[config.mk]
export PLATFORM = sky130hd
export DESIGN_NAME = stbs_ctrl
export DESIGN_NICKNAME = d
export VERILOG_FILES = /design/src/rtl/stbs_pkg.sv /design/src/rtl/stbs_ctrl.sv
export SDC_FILE = /design/constraint.sdc
export NUM_CORES = 1
export LEC_CHECK = 0
export ABC_CLOCK_PERIOD_IN_PS = 1640
export BUFFER_PORTS_ARGS = -buffer_cell sky130_fd_sc_hd__buf_2
export CAP_MARGIN = 20
export CELL_PAD_IN_SITES_DETAIL_PLACEMENT = 2
export CELL_PAD_IN_SITES_GLOBAL_PLACEMENT = 2
export CORE_AREA = 2 2 39 41
export DETAILED_ROUTE_END_ITERATION = 6
export DIE_AREA = 0 0 41 43
export PLACE_DENSITY = 0.7
export REMOVE_ABC_BUFFERS = 1
export SLEW_MARGIN = 5
export SYNTH_ARGS = -nofsm -noshare
export SYNTH_HDL_FRONTEND = slang
export SYNTH_SLANG_ARGS = --single-unit
[constraint.sdc]
create_clock -name clock -period 1.64 [get_ports clock]
set_input_delay 0.082 -clock clock [delete_from_list [all_inputs] [get_ports clock]]
set_output_delay 0.082 -clock clock [all_outputs]
set_load 0.03 [all_outputs]
[src/rtl/stbs_pkg.sv]
package stbs_pkg;

   localparam int DEPTH_DEFAULT     = 1024;
   localparam int KEY_WIDTH_DEFAULT = 32;

   // request field widths
   localparam int ENTRY_INDEX_W = 10;
   localparam int KEY_W         = 32;
   localparam int RANGE_LOW_W   = 10;
   localparam int RANGE_HIGH_W  = 11;
   localparam int POSITION_W    = 11;

   // signed bound registers, hold -1024 .. 1024
   localparam int IDX_W = 12;

   localparam logic [POSITION_W-1:0] POS_NONE = '1;

   localparam logic CMD_WRITE  = 1'b0;
   localparam logic CMD_SEARCH = 1'b1;

   typedef struct packed {
      logic [ENTRY_INDEX_W-1:0] entry_index;
      logic [KEY_W-1:0]         key;
      logic [RANGE_LOW_W-1:0]   range_low;
      logic [RANGE_HIGH_W-1:0]  range_high;
   } req_fields_type;

   typedef struct packed {
      logic load;      // latch a search request
      logic wr_en;     // write one table entry
      logic probe;     // check range, issue first read
      logic step;      // compare read data, issue next read
      logic out_load;  // move result into the response register
   } dp_cmd_type;

   typedef struct packed {
      logic empty;       // range empty before the first probe
      logic hit;         // probed entry equals the key
      logic next_empty;  // narrowed range is empty
   } dp_sts_type;

endpackage

[src/rtl/stbs_ctrl.sv]
module stbs_ctrl (
   input  logic                clock,
   input  logic                reset,
   input  logic                req_tvalid,
   output logic                req_tready,
   input  logic                req_tuser,
   output logic                rsp_tvalid,
   input  logic                rsp_tready,
   output stbs_pkg::dp_cmd_type dp_cmd,
   input  stbs_pkg::dp_sts_type dp_sts
);
   import stbs_pkg::*;

   typedef enum logic [1:0] {
      S_IDLE,
      S_PROBE,
      S_STEP,
      S_FINISH
   } state_type;

   state_type state_ff, state_in;
   logic      rsp_valid_ff, rsp_valid_in;

   always_comb begin
      state_in     = state_ff;
      rsp_valid_in = rsp_valid_ff && !rsp_tready;
      dp_cmd       = '0;
      unique case (state_ff)
         S_IDLE: begin
            if (req_tvalid) begin
               if (req_tuser == CMD_SEARCH) begin
                  dp_cmd.load = 1'b1;
                  state_in    = S_PROBE;
               end else begin
                  dp_cmd.wr_en = 1'b1;
               end
            end
         end
         S_PROBE: begin
            dp_cmd.probe = 1'b1;
            state_in     = dp_sts.empty ? S_FINISH : S_STEP;
         end
         S_STEP: begin
            dp_cmd.step = 1'b1;
            if (dp_sts.hit || dp_sts.next_empty) begin
               state_in = S_FINISH;
            end
         end
         S_FINISH: begin
            if (!rsp_valid_ff || rsp_tready) begin
               dp_cmd.out_load = 1'b1;
               rsp_valid_in    = 1'b1;
               state_in        = S_IDLE;
            end
         end
         default: begin
            state_in = S_IDLE;
         end
      endcase
   end

   always_ff @(posedge clock) begin
      if (reset) begin
         state_ff     <= S_IDLE;
         rsp_valid_ff <= 1'b0;
      end else begin
         state_ff     <= state_in;
         rsp_valid_ff <= rsp_valid_in;
      end
   end

   assign req_tready = (state_ff == S_IDLE);
   assign rsp_tvalid = rsp_valid_ff;

endmodule

## Word-level counts from Yosys, hierarchy flattened

Cells that the tools add are included.

| cells by class | value |
|---|---|
| add/sub/neg operators | 0 |
| multipliers | 0 |
| div/mod/pow operators | 0 |
| magnitude comparators | 0 |
| equal/unequal tests | 7 |
| shifts and indexed selects | 0 |
| mux-type cells | 16 |
| bitwise operators | 0 |
| reductions and logical operators | 7 |

Operator list:

| kind | number |
|---|---|
| 2-bit 2-to-1 mux | 6 |
| 1-bit 2-to-1 mux | 9 |
| 2-bit case mux with 4 select lines | 1 |
| 2-bit inequality test (second input constant) | 3 |
| 2-bit equality test (second input constant) | 2 |
| 4-bit AND reduction | 1 |
| 2-bit by 1-bit equality test with 1-bit output (second input constant) | 1 |
| 1-bit zero test | 2 |
| 2-bit zero test | 1 |
| 1-bit logical OR | 2 |
| 2-bit by 1-bit inequality test with 1-bit output (second input constant) | 1 |
| 1-bit logical AND | 1 |

| storage, ports and cells | value |
|---|---|
| register bits after elaboration | 3 |
| latch bits | 0 |
| RAM bits | 0 |
| bits in read-only memories | 0 |
| input port bits | 8 |
| output and inout port bits | 7 |
| word-level logic and storage cells | 32 |
| memories kept | 0 |

## Depth between registers and ports, before layout

Gate-level depths: netlist of the first run.

| depth | value |
|---|---|
| depth in word-level cells | 4 |
| depth in mapped cells | 5 |
| depth with buffers taken out | 5 |

## Worst setup path after synthesis of the first run

Ideal clock, no wire load.

| timing path | value |
|---|---|
| path type | reg2reg |
| start point | register state_ff[0] |
| end point | register state_ff[0] |
| setup time | 121 ps |
| arrival | 1,527 ps |
| required time | 1,519 ps |
| setup slack | -8 ps |
| stages on the path, launching flop included | 6 |
| period minus slack after synthesis | 1,648 ps |
| cell sequence | dfxtp_1 > inv_1 > ha_1 > a21boi_2 > a221oi_4 > mux2_4 |

| between the ends | value |
|---|---|
| longest elaborated chain between the ends | 3 |

Ends and longest elaborated chain:

| element | RTL line | RTL |
|---|---|---|
| from (decl) | stbs_ctrl.sv:21 | `state_type state_ff, state_in;` |
| from (signal assigned) | stbs_ctrl.sv:67 | `state_ff <= state_in;` |
| 2-bit zero test * | - |  |
| named net req_tready | stbs_ctrl.sv:5 | `output logic req_tready,` |
| 2-bit by 1-bit inequality test with 1-bit output (no source line) / 2-bit inequality test (equally long branches) | - |  |
| 4-bit AND reduction (no source line) | - |  |

The timed path passes the listed nets; every way through them passes the cells marked *.
A chain may end at the register's enable or synchronous reset.

## Final worst setup path of the first run

| timing path | value |
|---|---|
| start point | register state_ff[0] |
| end point | register state_ff[0] |

| between the ends | value |
|---|---|
| longest elaborated chain between the ends | 3 |

Ends and longest elaborated chain:

| element | RTL line | RTL |
|---|---|---|
| 2-bit equality test / 2-bit zero test (equally long branches) | stbs_ctrl.sv:28 | `unique case (state_ff)` |
| 2-bit inequality test (no source line) / 2-bit by 1-bit inequality test with 1-bit output (equally long branches) | - |  |
| 4-bit AND reduction (no source line) | - |  |

Several ways; a longest one is shown, not always the timed one.

==> results of run 1 <==
==> sequential cells by signal, summed over array words and instances (netlist names) <==
signal      flops
state_ff        2
rsp_tvalid      1
==> critical path, delay by kind of cell (launching register included) <==
| family | cells | cell delay (ns) |
|---|---|---|
| compound gates | 2 | 0.40 |
| flops | 1 | 0.32 |
| mux | 1 | 0.32 |
| fa+ha+maj | 1 | 0.22 |
| buf+inv | 1 | 0.08 |
==> cell usage after synthesis <==
cell      number  share of area (%)
a21boi_2       1                4.3
a221oi_4       1                 10
a31oi_1        1                2.4
and3_1         1                2.4
dfxtp_1        3                 23
ha_1           4                 19
inv_1          3                4.3
mux2_4         1                5.7
mux2i_1        1                3.8
nand2_1        1                1.4
nand2b_1       3                7.1
nand3_1        1                1.9
nor2_1         5                7.1
nor2b_1        1                2.4
nor2b_4        1                5.2
==> through the flow <==
stage                     worst slack (ns)  total power, uW  instance area [um2]  hold WS [ns]
final                                0.178              714                  402        0.0919
after global routing                0.0920              780                  402        0.0974
after CTS                            0.161              738                  402        0.0912
after detailed placement             0.181              592                  375         0.332
after global placement               0.201              587                  375         0.320
after floorplan                   -0.00797              444                  263         0.154
==> per-layer routing <==
| layer | global-route usage (%) | routed length (um) | up-vias |
|---|---|---|---|
| met5 | 0 | 0 | - |
| met4 | 4.00 | 0 | 0 |
| met3 | 4.71 | 27 | 0 |
| met2 | 15.3 | 386 | 5 |
| met1 | 11.1 | 293 | 128 |
| li1 | - | - | 136 |
==> logic make-up (layout without fill, tap and decap cells) <==
kind of cell | count (synthesis) | in the layout
AO/OA/AOI/OAI | 3 | 3
adder cells (fa/ha/maj) | 4 | 4
buffers and inverters | 3 | 24
flip-flops | 3 | 3
multiplexers | 2 | 2
AND/OR/NAND/NOR | 13 | 13
==> how the worst min path moves through the flow <==
stage | from | endpoint | depth (start not counted) | slack, ns
5_1_grt | reset | rsp_tvalid | 2 | 0.1
3_5_place_dp | reset | rsp_tvalid | 2 | 0.33
2_1_floorplan | reset | rsp_tvalid | 1 | 0.15
6_report | reset | rsp_tvalid | 2 | 0.09
3_3_place_gp | reset | rsp_tvalid | 2 | 0.32
4_1_cts | reset | rsp_tvalid | 2 | 0.09
==> final cells by class <==
type,instances,area share [%]
clock buffer,4,6.54
tap,16,4.98
sequential,3,15.0
timing repair buffer,17,23.1
multi-input combinational,22,47.7
inverter,3,2.80
==> report_power, final <==
part | leakage, uW | switching [uW] | total [uW] | internal (uW)
registers | 0.0000246 | 10.2 | 107 | 97.0
clock network | 0.0000150 | 36.6 | 128 | 91.1
logic | 0.000171 | 277 | 480 | 203
==> results.yml, run 1 <==
synth:
  synth-xor-area-share_pct: 0
  synthesis.area_um2: 263
  yosysUniqueCellTypes: 15
  ys_seq_area_share_pct: 22.9
  synth_seq_cells: 3
  synth_compound_area_share_pct: 16.7
  synth_cells: 28
  synth_simple_gate_area_share_pct: 27.6
  yosys_warnings: 0
  synth_top_family_by_area: "simple AND/OR/NAND/NOR gates"
  yosys.area_share.adder_pct: 19.0
  muxShareOfSynthArea_pct: 9.52
  syn_area_per_cell_um2: 9.38
global_routing:
  grt_pass1_wl_um: 1140
  first_global_vias: 280
  grt_max_degree: 6
  grt_overflow: 0
  antenna_found_initial: 0
  grt_use_total_pct: 9.91
critical_path:
  start_kind: "flop"
  crit_end: "state_ff[0]"
  cp.required_ns: 1.76
  crit_start: "state_ff[0]"
  cp-end-kind: "flop"
  crit_chain: "inv_1 > ha_1 > a21boi_2 > a221oi_4 > mux2_4"
  slowest_stage: "dfxtp_1"
  r2r_slack_ns: 0.18
  crit_path_max_fanout: 3
  crit_arrival_ns: 1.58
  ff2ff_path_depth: 5
  r2r-start: "state_ff[0]"
  slowest_delay_ns: 0.32
  r2r_end: "state_ff[0]"
  path_class: "reg2reg"
timing:
  setup_viol: 0
  rsz0062_at_grt: "false"
  slew_viol_final: 0
  hold_viol_final: 0
  skew_ns: 0.00145
  tns_ns: 0
  min_period_ns: 1.46
  period_share_pct: 89.2
  max_freq_mhz: 684
  worst_pin_slew_ns: 0.262
  slew_headroom_pct: 82.6
floorplanning:
  initial_utilization_pct: 19.0
  dieWidth_um: 41
  die_y_um: 43
  die_area_um2: 1760
  core-area_um2: 1380
  io_pins: 15
  rows: 14
final_layout:
  diodes: 0
  nFillCells: 172
  final_common_cell: "buf_2"
  drive_gt1_share_pct: 49.0
  final_util_pct: 29.0
  instances_no_fill: 65
  num-nets-final: 62
  seq_area_um2: 60.1
  multi_input_area_um2: 191
  mostFrequentLayoutCells: "buf_2 (14), nor2_1 (5), ha_1 (4)"
  syn_to_final_growth_pct: 52.9
detailed_routing:
  wirelength_um: 707
  routedWlPerCell_um: 10.9
  ant_nets: 0
  drtIter0Drc: 4
  vias: 269
  post_drt_via_cell_ratio: 4.14
  firstDrtPassIters: 2
  drc_errors: 0
cts:
  cts_root_buf: "clkbuf_4"
  cts_buffers: 3
  cts_tree: "done"
  clock_sinks: 3
  cts_buffer_depth: 2
  h-tree-depth: 1
  cts_setup_buffers: 0
  cts_resized: 0
  worstSkewPairLatency_ns: 0.23
  cts_hold_buffers: 0
  clk_pin_slew_ns: 0.04
pwr:
  power_density_nw_per_um2: 1780
  leakagePower_uw: 0.000211
  ir_drop_uv: 537
place:
  place_congestion: 0.732
  portBuffers: 14
  dp_cells: 61
  dp_hpwl_um: 592
min_path:
  worstHoldPathType: "in2reg"
run:
  maxCapViolations: 0
status:
  status: "finished, final reports clean"
No activity file was read; power rests on OpenSTA's default activity.
==> inputs of run 2 (changes only) <==
--- a/config.mk
+++ b/config.mk
@@ -5,15 +5,16 @@
 export SDC_FILE = /design/constraint.sdc
 export NUM_CORES = 1
 export LEC_CHECK = 0
+export ABC_AREA = 1
 export ABC_CLOCK_PERIOD_IN_PS = 1640
 export BUFFER_PORTS_ARGS = -buffer_cell sky130_fd_sc_hd__buf_2
 export CAP_MARGIN = 20
 export CELL_PAD_IN_SITES_DETAIL_PLACEMENT = 2
 export CELL_PAD_IN_SITES_GLOBAL_PLACEMENT = 2
-export CORE_AREA = 2 2 39 41
+export CORE_MARGIN = 2
+export CORE_UTILIZATION = 17
 export DETAILED_ROUTE_END_ITERATION = 6
-export DIE_AREA = 0 0 41 43
-export PLACE_DENSITY = 0.7
+export PLACE_DENSITY = 0.72
 export REMOVE_ABC_BUFFERS = 1
 export SLEW_MARGIN = 5
 export SYNTH_ARGS = -nofsm -noshare
==> results.yml, run 2 <==
run:
  maxCapViolations: 0
timing:
  timing.hold.ws_ns: 0.0217
  max_freq_mhz: 741
  setup_viol: 0
  slew_headroom_pct: 88.3
  slew_viol_final: 0
  rsz0062_at_grt: "false"
  hold_viol_final: 0
  tns_ns: 0
  worst_pin_slew_ns: 0.175
  min_period_ns: 1.35
  period_share_pct: 82.3
  skew_ns: 0.000117
pwr:
  switching_share_pct: 51.1
  p_total_uw: 641
  internal-power_uw: 314
  leakagePower_uw: 0.000205
  power_density_nw_per_um2: 1860
  ir_drop_uv: 399
  power.switching_uw: 328
  power.share.clock_pct: 20.2
  comb_power_share_pct: 60.1
  power_frac_seq_pct: 19.7
synth:
  synth_edf_count: 0
  synthesis.area_um2: 230
  ys.flop_type: "dfxtp_1"
  ys_seq_area_share_pct: 26.1
  synth_cells: 35
  syn_area_per_cell_um2: 6.58
  yosys-top-cells-count: "nand2_1 (9), nor2_1 (7), inv_1 (6), ha_1 (4), dfxtp_1 (3)"
  synth.most_common_cell: "nand2_1"
  ys_async_sr_fraction_pct: 0
  synth_seq_cells: 3
  synthTopCellsByArea: "dfxtp_1 (26%), ha_1 (22%), nand2_1 (15%)"
  synth_top_area_cell: "dfxtp_1"
  yosys_warnings: 0
  synth_top_area_share_pct: 26.1
  yosysUniqueCellTypes: 9
cts:
  cts_buffers: 3
  cts_root_buf: "clkbuf_4"
  cts_hold_buffers: 0
  cts_buffer_depth: 2
  h-tree-depth: 1
  cts_resized: 0
  clk_pin_slew_ns: 0.04
  cts_tree: "done"
  clock_sinks: 3
  worstSkewPairLatency_ns: 0.23
  cts_setup_buffers: 0
final_layout:
  seq_area_um2: 60.1
  largest_register: "state_ff"
  final_area_um2: 345
  multi_input_area_um2: 148
  final_common_cell: "buf_2"
  num-nets-final: 66
  syn_to_final_growth_pct: 50.0
  diodes: 0
  mostFrequentLayoutCells: "buf_2 (14), nand2_1 (9), nor2_1 (7), inv_1 (6), ha_1 (4)"
  nFillCells: 173
  instances_no_fill: 68
  drive_gt1_share_pct: 34.0
  largest_reg_flops: 2
global_routing:
  grt_use_total_pct: 9.40
  antenna_found_initial: 0
  grt_pass1_wl_um: 1020
  first_global_vias: 279
  grt_overflow: 0
  grt_max_degree: 6
detailed_routing:
  vias: 284
  ant_nets: 0
  route.top_layer_used: "met3"
  wl_met1_um: 247
  wl_met2_um: 340
  firstDrtPassIters: 1
  drtIter0Drc: 0
  wl_met3_um: 35
  post_drt_via_cell_ratio: 4.18
  routedWlPerCell_um: 9.15
  wirelength_um: 622
  drc_errors: 0
floorplanning:
  io_pins: 15
  die_area_um2: 1660
  die_y_um: 40.8
  dieWidth_um: 40.8
  rows: 13
  initial_utilization_pct: 17.9
  core-area_um2: 1280
critical_path:
  crit_end: "dp_cmd[4]"
  path_class: "reg2out"
  crit_arrival_ns: 1.27
  r2r_end: "state_ff[0]"
  r2r_slack_ns: 0.42
  crit_path_max_fanout: 5
  cp.required_ns: 1.56
  ff2ff_path_depth: 6
  r2r-start: "state_ff[0]"
  start_kind: "flop"
  crit_start: "state_ff[0]"
  cp-end-kind: "output port"
place:
  dp_hpwl_um: 547
  place_congestion: 0.669
  dp_cells: 64
  portBuffers: 14
  dpl_cell_area_um2: 319
status:
  status: "finished, final reports clean"
min_path:
  worstHoldPathType: "in2reg"
[run 2: power groups by stage]
stage                     Clock, uW  Sequential (uW)  Combinational (uW)
after floorplan                   0              127                 297
after global placement            0              126                 383
after detailed placement          0              129                 394
after CTS                       136              128                 396
after global routing            142              133                 442
final                           130              126                 385
[run 2: critical path, cell delays in order, from the launching register on]
cell     delay, ns
dfxtp_1       0.40
inv_1         0.10
ha_1          0.25
inv_1         0.08
nor2_1        0.04
buf_2         0.16
[run 2: worst min path at each step]
stage,slack (ns),startpoint,to,cells after the start
global route,0.02,reset,rsp_tvalid,2
detailed placement,0.26,reset,rsp_tvalid,2
CTS,0.02,reset,rsp_tvalid,2
global placement,0.25,reset,rsp_tvalid,2
floorplan,0.15,reset,rsp_tvalid,1
finish,0.02,reset,rsp_tvalid,2
[run 2: final cells by class]
type                            count  area share [%]
Timing Repair Buffer               14            20.3
Clock buffer                        4            7.61
Sequential cell                     3            17.4
Inverter                            6            6.52
Tap cell                           15            5.43
Multi-Input combinational cell     26            42.8
[run 2: kinds of logic (layout without fill, tap and decap cells)]
| kind of cell | Yosys count | after routing | share of synthesized area, % |
|---|---|---|---|
| simple gates | 19 | 19 | 34.8 |
| buf+inv | 6 | 24 | 9.78 |
| fa+ha+maj | 4 | 4 | 21.7 |
| compound gates | 3 | 3 | 7.61 |
| flops | 3 | 3 | 26.1 |
[run 2: routing by layer]
layer  GRT usage [%]  vias to the layer above
li1                -                      144
met1            10.3                      133
met3               0                        0
met2            15.6                        7
met5               0                        -
met4            10.0                        0
[run 2: through the flow]
step	worst slack (ns)	util [%]
after detailed placement	0.399	24.8
final	0.290	26.9
after global placement	0.417	24.8
after global routing	0.178	26.9
after CTS	0.257	26.9
after floorplan	0.238	-
